`config.mk`:
```
export PLATFORM = sky130hd
export DESIGN_NAME = ramped_bidirectional_motor_pwm
export DESIGN_NICKNAME = d
export VERILOG_FILES = /design/src/sv/rbmp_pkg.sv /design/src/sv/rbmp_ctrl.sv /design/src/sv/rbmp_datapath.sv /design/src/sv/ramped_bidirectional_motor_pwm.sv
export VERILOG_INCLUDE_DIRS = /design/src /design/src/sv
export SDC_FILE = /design/constraint.sdc
export NUM_CORES = 1
export LEC_CHECK = 0
export BUFFER_PORTS_ARGS = -buffer_cell sky130_fd_sc_hd__buf_2
export CAP_MARGIN = 5
export CORE_UTILIZATION = 60
export CTS_BUF_LIST = sky130_fd_sc_hd__clkbuf_2 sky130_fd_sc_hd__clkbuf_4 sky130_fd_sc_hd__clkbuf_8
export DETAILED_ROUTE_END_ITERATION = 6
export PLACE_DENSITY = 0.79
export SLEW_MARGIN = 20
export SYNTH_ARGS = -nofsm -noshare
export SYNTH_HDL_FRONTEND = slang
export SYNTH_HIERARCHICAL = 1
export SYNTH_SLANG_ARGS = --single-unit
```
`constraint.sdc`:
```
create_clock -name clk -period 7.4 [get_ports clk]
set_input_delay 0.37 -clock clk [delete_from_list [all_inputs] [get_ports clk]]
set_output_delay 0.37 -clock clk [all_outputs]
set_load 0.01 [all_outputs]
```
`src/sv/ramped_bidirectional_motor_pwm_defines.svh`:
```
// Assertion macros shared by the motor PWM block.
`ifndef RAMPED_BIDIRECTIONAL_MOTOR_PWM_DEFINES_SVH
`define RAMPED_BIDIRECTIONAL_MOTOR_PWM_DEFINES_SVH

// Same-cycle implication, checked on clk and held off during rst.
`define RBMP_ASSERT_IMPL(label, ante, cons) \
  label: assert property (@(posedge clk) disable iff (rst) (ante) |-> (cons)) \
    else $error("motor pwm check failed");

// Next-cycle implication, checked on clk and held off during rst.
`define RBMP_ASSERT_NEXT(label, ante, cons) \
  label: assert property (@(posedge clk) disable iff (rst) (ante) |=> (cons)) \
    else $error("motor pwm sequence check failed");

`endif

```
`src/sv/rbmp_pkg.sv`:
```
// Types, constants and codes for the ramped bidirectional motor PWM block.
package rbmp_pkg;

  localparam int SPEED_BITS = 12;
  localparam int SPEED_W    = SPEED_BITS + 1;
  localparam int DUTY_W     = 7;
  localparam int PROD_W     = SPEED_W + DUTY_W;
  localparam int QUOT_W     = PROD_W - SPEED_BITS;
  localparam int RELOAD_W   = 23;
  localparam int TICKS_W    = 16;
  localparam int ACCEL_W    = 8;
  localparam int INTERVAL_W = 8;
  localparam int MS_W       = 16;
  localparam int CFG_IDX_W  = 2;
  localparam int CFG_DATA_W = 16;

  localparam logic [SPEED_BITS-1:0] SPEED_FULL = {SPEED_BITS{1'b1}};
  localparam logic [DUTY_W-1:0]     DUTY_MAX   = DUTY_W'(100);

  localparam logic [CFG_IDX_W-1:0] REG_ACCEL_STEP        = 2'd0;
  localparam logic [CFG_IDX_W-1:0] REG_UPDATE_INTERVAL   = 2'd1;
  localparam logic [CFG_IDX_W-1:0] REG_TICKS_PER_PERCENT = 2'd2;

  localparam logic [ACCEL_W-1:0]    ACCEL_STEP_RST     = 8'd4;
  localparam logic [INTERVAL_W-1:0] UPDATE_INTERVAL_RST = 8'd10;
  localparam logic [TICKS_W-1:0]    TICKS_PER_PCT_RST  = 16'd800;

  localparam logic [1:0] REQ_TIMER   = 2'd0;
  localparam logic [1:0] REQ_START   = 2'd1;
  localparam logic [1:0] REQ_CONTROL = 2'd2;

  localparam logic [1:0] KEY_NONE = 2'd0;
  localparam logic [1:0] KEY_CW   = 2'd1;
  localparam logic [1:0] KEY_CCW  = 2'd2;
  localparam logic [1:0] KEY_STOP = 2'd3;

  typedef struct packed {
    logic [1:0]            req_type;
    logic [1:0]            key_code;
    logic                  start_direction;
    logic [SPEED_BITS-1:0] speed_sample;
  } in_item_t;

  typedef struct packed {
    logic                  motor_enable;
    logic                  pwm_level;
    logic                  drive_clockwise;
    logic [RELOAD_W-1:0]   reload_ticks;
    logic [SPEED_W-1:0]    current_speed;
    logic [SPEED_BITS-1:0] target_speed;
    logic                  target_clockwise;
    logic [DUTY_W-1:0]     duty_percent;
  } out_item_t;

  typedef struct packed {
    logic capture;
    logic exec;
    logic prod;
    logic duty;
    logic load_out;
  } ctrl_cmd_t;

endpackage

```
`src/sv/rbmp_ctrl.sv`:
```
// Sequencing state machine for the motor PWM block.
module rbmp_ctrl (
  input  logic                clk,
  input  logic                rst,
  input  logic                in_valid,
  output logic                in_ready,
  output logic                out_valid,
  input  logic                out_ready,
  output rbmp_pkg::ctrl_cmd_t cmd
);
  import rbmp_pkg::*;

  typedef enum logic [2:0] {
    S_IDLE,
    S_EXEC,
    S_PROD,
    S_DUTY,
    S_HOLD
  } state_t;

  state_t state;

  assign in_ready     = (state == S_IDLE);
  assign cmd.capture  = in_valid && in_ready;
  assign cmd.exec     = (state == S_EXEC);
  assign cmd.prod     = (state == S_PROD);
  assign cmd.duty     = (state == S_DUTY);
  // load the result only once the previous beat has left the output register
  assign cmd.load_out = (state == S_HOLD) && (!out_valid || out_ready);

  always_ff @(posedge clk) begin
    if (rst) begin
      state     <= S_IDLE;
      out_valid <= 1'b0;
    end else begin
      if (cmd.load_out) begin
        out_valid <= 1'b1;
      end else if (out_ready) begin
        out_valid <= 1'b0;
      end
      case (state)
        S_IDLE: begin
          if (in_valid) begin
            state <= S_EXEC;
          end
        end
        S_EXEC: state <= S_PROD;
        S_PROD: state <= S_DUTY;
        S_DUTY: state <= S_HOLD;
        S_HOLD: begin
          if (cmd.load_out) begin
            state <= S_IDLE;
          end
        end
        default: state <= S_IDLE;
      endcase
    end
  end

endmodule

```
`src/sv/rbmp_datapath.sv`:
```
// Motor state, ramp update, duty divider, reload multiplier and result register.
module rbmp_datapath (
  input  logic                                clk,
  input  logic                                rst,
  input  logic                                cfg_we,
  input  logic [rbmp_pkg::CFG_IDX_W-1:0]      cfg_index,
  input  logic [rbmp_pkg::CFG_DATA_W-1:0]     cfg_data,
  input  rbmp_pkg::in_item_t                  in_item,
  input  rbmp_pkg::ctrl_cmd_t                 cmd,
  output rbmp_pkg::out_item_t                 out_item
);
  import rbmp_pkg::*;

  logic [ACCEL_W-1:0]    accel_step;
  logic [INTERVAL_W-1:0] update_interval_ms;
  logic [TICKS_W-1:0]    ticks_per_percent;

  in_item_t              item;
  logic                  running, running_next;
  logic                  pwm_high, pwm_high_next;
  logic [MS_W-1:0]       ms_count, ms_count_next;
  logic [SPEED_W-1:0]    speed_now, speed_now_next;
  logic                  dir_now_cw, dir_now_cw_next;
  logic [SPEED_BITS-1:0] speed_goal, speed_goal_next;
  logic                  dir_goal_cw, dir_goal_cw_next;
  logic [RELOAD_W-1:0]   reload, reload_next;
  logic [PROD_W-1:0]     prod;
  logic [DUTY_W-1:0]     duty, duty_next;

  logic [DUTY_W-1:0]     phase_pct;
  logic                  goal_cw;
  logic [SPEED_W-1:0]    sample_ext;
  logic [SPEED_W-1:0]    accel_ext;

  // duty = prod / (2^SPEED_BITS - 1): shift estimate plus one correction
  logic [QUOT_W-1:0]     quot_est;
  logic [QUOT_W-1:0]     quot;
  logic [SPEED_BITS:0]   rem_est;

  always_comb begin
    quot_est = prod[PROD_W-1:SPEED_BITS];
    rem_est  = {1'b0, prod[SPEED_BITS-1:0]}
             + {{(SPEED_BITS + 1 - QUOT_W){1'b0}}, quot_est};
    quot     = quot_est + QUOT_W'(rem_est >= {1'b0, SPEED_FULL});
    if (quot > QUOT_W'(DUTY_MAX)) begin
      duty_next = DUTY_MAX;
    end else begin
      duty_next = quot[DUTY_W-1:0];
    end
  end

  always_comb begin
    running_next     = running;
    pwm_high_next    = pwm_high;
    ms_count_next    = ms_count;
    speed_now_next   = speed_now;
    dir_now_cw_next  = dir_now_cw;
    speed_goal_next  = speed_goal;
    dir_goal_cw_next = dir_goal_cw;
    reload_next      = '0;
    phase_pct        = pwm_high ? (DUTY_MAX - duty) : duty;
    sample_ext       = {1'b0, item.speed_sample};
    accel_ext        = {{(SPEED_W - ACCEL_W){1'b0}}, accel_step};
    goal_cw          = dir_goal_cw;
    if (item.key_code == KEY_CW) begin
      goal_cw = 1'b1;
    end else if (item.key_code == KEY_CCW) begin
      goal_cw = 1'b0;
    end

    case (item.req_type)
      REQ_TIMER: begin
        if (running) begin
          reload_next = RELOAD_W'(ticks_per_percent) * RELOAD_W'(phase_pct);
          if (!pwm_high && (ms_count != {MS_W{1'b1}})) begin
            ms_count_next = ms_count + 1'b1;
          end
          pwm_high_next = !pwm_high;
        end
      end
      REQ_START: begin
        if (!running) begin
          dir_goal_cw_next = item.start_direction;
          dir_now_cw_next  = item.start_direction;
          speed_now_next   = '0;
          speed_goal_next  = item.speed_sample;
          ms_count_next    = '0;
          running_next     = 1'b1;
        end
      end
      REQ_CONTROL: begin
        if (running) begin
          dir_goal_cw_next = goal_cw;
          if (item.key_code == KEY_STOP) begin
            running_next = 1'b0;
          end else begin
            speed_goal_next = item.speed_sample;
            if (ms_count > MS_W'(update_interval_ms)) begin
              ms_count_next = ms_count - MS_W'(update_interval_ms);
              if ((dir_now_cw != goal_cw) || (sample_ext < speed_now)) begin
                if (speed_now >= accel_ext) begin
                  speed_now_next = speed_now - accel_ext;
                end else begin
                  // reflect through zero and take the selected direction
                  speed_now_next  = accel_ext - speed_now;
                  dir_now_cw_next = goal_cw;
                end
              end else if (sample_ext > speed_now) begin
                speed_now_next = speed_now + accel_ext;
              end
            end
          end
        end
      end
      default: ;
    endcase
  end

  always_ff @(posedge clk) begin
    if (rst) begin
      accel_step         <= ACCEL_STEP_RST;
      update_interval_ms <= UPDATE_INTERVAL_RST;
      ticks_per_percent  <= TICKS_PER_PCT_RST;
    end else if (cfg_we) begin
      case (cfg_index)
        REG_ACCEL_STEP:        accel_step         <= cfg_data[ACCEL_W-1:0];
        REG_UPDATE_INTERVAL:   update_interval_ms <= cfg_data[INTERVAL_W-1:0];
        REG_TICKS_PER_PERCENT: ticks_per_percent  <= cfg_data[TICKS_W-1:0];
        default: ;
      endcase
    end
  end

  always_ff @(posedge clk) begin
    if (rst) begin
      running     <= 1'b0;
      pwm_high    <= 1'b0;
      ms_count    <= '0;
      speed_now   <= '0;
      dir_now_cw  <= 1'b1;
      speed_goal  <= '0;
      dir_goal_cw <= 1'b0;
      duty        <= '0;
    end else begin
      if (cmd.exec) begin
        running     <= running_next;
        pwm_high    <= pwm_high_next;
        ms_count    <= ms_count_next;
        speed_now   <= speed_now_next;
        dir_now_cw  <= dir_now_cw_next;
        speed_goal  <= speed_goal_next;
        dir_goal_cw <= dir_goal_cw_next;
      end
      if (cmd.duty) begin
        duty <= duty_next;
      end
    end
  end

  always_ff @(posedge clk) begin
    if (cmd.capture) begin
      item <= in_item;
    end
    if (cmd.exec) begin
      reload <= reload_next;
    end
    if (cmd.prod) begin
      prod <= PROD_W'(speed_now) * PROD_W'(DUTY_MAX);
    end
    if (cmd.load_out) begin
      out_item.motor_enable     <= running;
      out_item.pwm_level        <= pwm_high;
      out_item.drive_clockwise  <= dir_now_cw;
      out_item.reload_ticks     <= reload;
      out_item.current_speed    <= speed_now;
      out_item.target_speed     <= speed_goal;
      out_item.target_clockwise <= dir_goal_cw;
      out_item.duty_percent     <= duty;
    end
  end

endmodule

```
`src/sv/ramped_bidirectional_motor_pwm.sv`:
```
// Top level of the ramped bidirectional motor PWM block.
//
//   port group  role            handshake
//   cfg_*       register write  cfg_we, no wait
//   in_item     request beat    in_valid / in_ready
//   out_item    result beat     out_valid / out_ready
//
// One beat at a time: accept, update, speed*100, duty divide, then the result
// register, in that fixed sequence.
// A new beat is taken while the previous result still waits on out_ready.
// A stalled output holds the sequence in its last step until the slot frees.
// rst is synchronous and returns registers to their defaults and the motor to stop.
`include "ramped_bidirectional_motor_pwm_defines.svh"

module ramped_bidirectional_motor_pwm (
  input  logic                            clk,
  input  logic                            rst,
  input  logic                            cfg_we,
  input  logic [rbmp_pkg::CFG_IDX_W-1:0]  cfg_index,
  input  logic [rbmp_pkg::CFG_DATA_W-1:0] cfg_data,
  input  logic                            in_valid,
  output logic                            in_ready,
  input  rbmp_pkg::in_item_t              in_item,
  output logic                            out_valid,
  input  logic                            out_ready,
  output rbmp_pkg::out_item_t             out_item
);
  import rbmp_pkg::*;

  ctrl_cmd_t cmd;

  rbmp_ctrl u_ctrl (
    .clk       (clk),
    .rst       (rst),
    .in_valid  (in_valid),
    .in_ready  (in_ready),
    .out_valid (out_valid),
    .out_ready (out_ready),
    .cmd       (cmd)
  );

  rbmp_datapath u_datapath (
    .clk       (clk),
    .rst       (rst),
    .cfg_we    (cfg_we),
    .cfg_index (cfg_index),
    .cfg_data  (cfg_data),
    .in_item   (in_item),
    .cmd       (cmd),
    .out_item  (out_item)
  );

  `RBMP_ASSERT_NEXT(a_single_beat_in_flight, in_valid && in_ready, !in_ready)
  `RBMP_ASSERT_IMPL(a_duty_in_range, out_valid, out_item.duty_percent <= DUTY_MAX)
  `RBMP_ASSERT_IMPL(a_no_reload_when_stopped, out_valid && !out_item.motor_enable, out_item.reload_ticks == '0)

endmodule

```
After elaboration in Yosys (flattened, before gate mapping). Index checks and enable logic that the tools add are counted.

Register bits: 205. Output and inout port bits: 61. Bits of input ports: 40.

Mux-type cells: 40. Reduce and logical (&&, ||, !) cells: 25. Multiply operators: 2. Eq/ne operators: 24. Magnitude comparators: 6. $add $sub $neg: 8.

Operators with widths (number): 16-bit two-way mux (6); 13-bit two-way mux (7); 16-bit case mux with 3 select lines (1); 12-bit two-way mux (3); 13-bit case mux with 2 select lines (1); 12-bit case mux with 2 select lines (1); 16-bit by 7-bit multiplier with 23-bit output (1); 13-bit by 5-bit multiplier with 18-bit output, second input constant (1); 16-bit by 1-bit adder with 16-bit output, second input constant (1); 16-bit by 8-bit greater-than comparator with 1-bit output (1); 16-bit inequality test, second input constant (1); 8-bit AND reduction (2); 16-bit by 8-bit subtractor with 16-bit output (1); 3-bit case mux with 5 select lines (1); 7-bit two-way mux (2); 12-bit by 8-bit adder with 13-bit output (1); 13-bit by 8-bit adder with 13-bit output (1); 13-bit by 12-bit greater-or-equal comparator with 1-bit output, second input constant (1); 13-bit by 8-bit greater-or-equal comparator with 1-bit output (1); 12-bit by 13-bit greater-than comparator with 1-bit output (1); 12-bit by 13-bit < comparator with 1-bit output (1); 1-bit two-way mux (13); 13-bit by 8-bit subtractor with 13-bit output (1); 8-bit by 13-bit subtractor with 13-bit output (1); other kinds (26) (54).

Longest topological paths before layout.
Depth after elaboration: 10. Depth in mapped cells: 26. Gate-level depth less buffers: 24.

Modules after synthesis. Netlist, hierarchy kept.

By module, submodules not included: rbmp_datapath (seq. area each 5195.0 µm², times used 1, area an instance 14278.7 µm², cells an instance 1456); rbmp_ctrl (seq. area each 80.1 µm², times used 1, area an instance 191.4 µm², cells an instance 19).

Least setup slack after synthesis. No wires, ideal clock.

Path kind: register to register. Start: register u_datapath.duty[0]. End: register u_datapath.reload[21], data pin. Slack: 1.408 ns. Library setup time: 0.266 ns. Clock period less this slack: 5.992 ns. Cell stages (with the launch flop): 26. Data arrival time: 5.726 ns. Path buffers: 2. Cells stage by stage: dfxtp_1 -> clkbuf_1 -> inv_1 -> ha_1 -> nor2b_1 -> o31ai_1 -> nand2_1 -> xor2_1 -> clkbuf_1 -> nand2b_1 -> fa_1 -> fa_1 -> inv_1 -> fa_1 -> inv_1 -> fa_1 -> inv_1 -> ha_1 -> o21ai_0 -> a211oi_1 -> a21oi_1 -> o41ai_1 -> nand2_1 -> o21ai_0 -> xnor2_1 -> nor2_1.

Word-level cells in the longest chain between the ends: 3.

Ends and longest elaborated chain: start: declaration (line rbmp_datapath.sv:28) `logic [DUTY_W-1:0] duty, duty_next;`; start signal: assignment (line rbmp_datapath.sv:155) `duty <= duty_next;`; 7-bit subtractor (line rbmp_datapath.sv:61) `phase_pct = pwm_high ? (DUTY_MAX - duty) : duty;`; 7-bit two-way mux (*) (line rbmp_datapath.sv:61); 16-bit by 7-bit multiplier with 23-bit output (*) (line rbmp_datapath.sv:74) `reload_next = RELOAD_W'(ticks_per_percent) * RELOAD_W'(phase_pct);`; end signal: assignment (line rbmp_datapath.sv:165) `reload <= reload_next;`; end: declaration (line rbmp_datapath.sv:26) `logic [RELOAD_W-1:0] reload, reload_next;`.

Mark *: on every way between the ends. The rest lies on a longest branch, timed or not. A chain may end at the register's enable or synchronous reset.

Worst setup path after layout. Ends and elaborated chain as after synthesis.

==> results by group <==
Status
  – Status: completed

Critical path
  – CP required: ~7.6 ns
  – Critical path launch point type: flip-flop
  – Critical path class: flip-flop to flip-flop
  – Arrival time worst endpoint: 6.72 ns
  – Slowest stage cell, crit path: dfxtp_1
  – CP Cell Sequence: inv_1 -> ha_1 -> nor2b_1 -> o31ai_1 -> nand2_1 -> xor2_1 -> buf_4 -> nand2b_1 -> fa_1 -> fa_1 -> inv_1 -> fa_1 -> inv_1 -> fa_1 -> inv_1 -> ha_1 -> o21ai_0 -> a211oi_1 -> a21oi_1 -> o41ai_1 -> nand2_1 -> o21ai_0 -> xnor2_1 -> nor2_1
  – Crit-path max FO: 20
  – Critical Path Sink Type: flip-flop
  – Slowest cell delay on critical path: 0.72 ns

GRT
  – Largest net degree at the start of global routing: 60
  – Number of global-route vias before repair: between 10000 and 15000
  – Gr usage total: 0.2668
  – Initial antenna violation count: 0
  – GR Overflow Total: 0
  – First-pass GRT wire length: a little over 50000 um

Floorplanning
  – IO Pins: 101
  – Core box area: 23540 um^2
  – Starting Density: 0.6146
  – Row cnt: 56
  – Die area: 24740 um^2
  – Die H: 157.3 um
  – Die W: approximately 160 um

Synthesis
  – Gate Count Post-Synth: approximately 1500
  – Syn Nets: roughly 1700
  – Top cells by area, synth: edfxtp_1, ha_1, dfxtp_1
  – Number of enable flip-flop cells after synthesis: 117
  – Netlist cell types: 80
  – Synth top area share: 0.2428
  – Async set-or-reset flop fraction in the synthesized netlist: 0
  – Cell Area, Synth: 14470 um^2
  – Post-synth top area cell: edfxtp_1
  – List of most frequent post-synthesis cells: inv_1, ha_1, nor2_1
  – Count leader, synth: inv_1
  – Synth Warn #: 6
  – Mean Syn Cell Area: 9.810 um^2
  – Primary FF master, synth: edfxtp_1
  – Sequential fraction of the synthesis area: 0.3645
  – #FFs+latches synth: 205

Final layout
  – Final instance area: 16050 um^2
  – Nets: ~1800
  – Layout cells sized above 1: 0.1232
  – Area grow syn2layout: 10.89%
  – Antenna diodes: 0

Power and ir drop
  – Seq pwr share: 0.479
  – Int Pwr: 0.002000 W
  – VDD IR max: 0.1430 mV
  – Combinational share of power: 0.116
  – Switch share: 0.2524
  – Leakage: 7.217 nW
  – Power density over cell area: around 170 nW/um^2
  – Clock share of power: 0.405
  – Sw power: 0.0006750 W

Drt
  – Initial DRT Pass Iterations: 6
  – Drt drc: 0
  – WL/cell: 16.70 um
  – Initial DRC count: 774
  – Final wirelength: 32160 um
  – Vias: 10940
  – Antenna-violating nets left: 0
  – Vias per cell: approximately 5.7

Clock tree
  – CTS tree: built
  – Total number of H-tree levels: 2
  – Clock Tree Buf Depth: 3
  – Post-CTS Setup Bufs: 0
  – Clk slew on worst S/H paths: 0.06 ns
  – CTS root buffer: clkbuf_8
  – # hold bufs at CTS: 0
  – CTS Sinks: 205
  – Worst-Skew Late Latency: 0.51 ns
  – Cts bufs inserted: 35
  – Post-cts sizing count: 0

Timing
  – Skew final: 0.02969 ns
  – RSZ-0062 raised after global routing: false
  – Worst setup margin: 0.9046 ns
  – Hold_ws: 0.02569 ns
  – Fin crit share: 0.8778
  – Final hold viol count: 0
  – Min cycle time layout: 6.495 ns
  – Fin. max-slew vios: 0
  – Max Clock Freq: 0.1540 GHz
  – Actual slew at the worst max-slew pin: a little over 1 ns
  – Fin Setup TNS: 0 ns
  – Setup violations, final: 0
  – Slew headroom: 0.3086

Flow run
  – MaxCap Viol Count: 0

Placed design
  – HPWL after DPL: 24250 um
  – I/O Buffers: 100
  – DP Area: 15290 um^2
  – GPL Wtd Cong: 0.9066
  – Post-place setup slack: 1.024 ns

Min path
  – Worst Hold Class: input pin to flip-flop
-- metrics by stage --
step                      total power (W)  std cells  utilization
final                            0.002675       1926       0.6816
after global routing             0.002784       1926       0.6816
after CTS                        0.002694       1926       0.6816
after detailed placement         0.001609       1862       0.6495
after global placement           0.001598       1862       0.6495
after floorplan                  0.001515       1475            -
-- path summary, 6_finish.rpt --
| path | startpoint | endpoint | slack (ns) | cells after the start |
|---|---|---|---|---|
| setup / recovery | u_datapath/duty[0] | u_datapath/reload[21] | 0.90 | 24 |
| hold / removal | in_item[4] | u_datapath/item[4] | 0.03 | 1 |
| setup reg to reg | u_datapath/duty[0] | u_datapath/reload[21] | 0.90 | 24 |
| hold reg to reg | u_datapath/reload[1] | u_datapath/out_item[34] | 0.40 | 0 |
-- registers in the layout, indices dropped and copies added, names as in the netlist --
signal                         flops
u_datapath/running                 1
u_datapath/duty                    7
u_datapath/pwm_high                1
u_datapath/ms_count               16
u_datapath/update_interval_ms      8
u_datapath/item                   17
u_datapath/reload                 23
u_datapath/prod                   18
u_datapath/out_item               59
u_datapath/ticks_per_percent      16
u_datapath/speed_now              13
u_datapath/accel_step              8
u_datapath/dir_now_cw              1
u_ctrl/out_valid                   1
u_ctrl/state                       3
u_datapath/speed_goal             12
u_datapath/dir_goal_cw             1
-- critical path: cells and delay by family (launching register included) --
kind / cells / cell delay (ns)
compound gates: 6 / 1.43
xor+xnor: 2 / 0.31
fa+ha+maj: 6 / 2.58
buf+inv: 5 / 0.52
flops: 1 / 0.72
simple gates: 5 / 0.64
-- metal layers --
layer | vias to the layer above | share of wire | wire (um) | GRT usage
met1 | 5250 | 0.46 | 14810 | 0.3740
met4 | 0 | 0.019 | 624 | 0.07351
met2 | 354 | 0.46 | 14720 | 0.4298
met3 | 43 | 0.062 | 2005 | 0.04047
li1 | 5297 | - | - | -
met5 | - | 0 | 0 | 0
-- logic make-up after synthesis --
kind of cell,after synthesis,synth area share
simple gates,477,0.1632
mux,26,0.01816
buf+inv,209,0.05594
compound gates,272,0.1236
xor+xnor,58,0.03511
fa+ha+maj,228,0.2395
flops,205,0.3645
-- cell type report --
cell class	count	area (um^2)
clock buffer	48	598.1
clock inverter	16	157.7
fill	1880	7496
inverter	164	615.6
multi-input combinational	1061	8403
sequential	205	5275
tap	319	399.1
timing repair buffer	113	598.1
-- cells in the final DEF, fill, tap and decap left out, types with 10 or more instances in the layout --
cell,count
buf_4,13
inv_1,162
edfxtp_1,117
xnor2_1,30
nand2b_1,20
nor2b_1,48
nor3_1,26
clkbuf_4,10
a21oi_1,81
and2_1,44
ha_1,145
a21o_1,17
nand2_1,118
o21ai_1,17
clkbuf_8,38
xor2_1,28
nor2_1,129
a211oi_1,18
o21ai_0,42
and3_1,13
fa_1,82
mux2i_1,24
buf_2,100
nand3_1,24
dfxtp_1,88
-- power by group through the flow --
stage               combinational [W]  sequential (W)  clock [W]
global placement             0.000295         0.00130          0
detailed placement           0.000304         0.00131          0
global route                 0.000342         0.00129    0.00116
CTS                          0.000306         0.00128    0.00111
finish                       0.000310         0.00128    0.00108
floorplan                    0.000222         0.00129          0
Note: power is estimated with default switching activity, not from simulation.
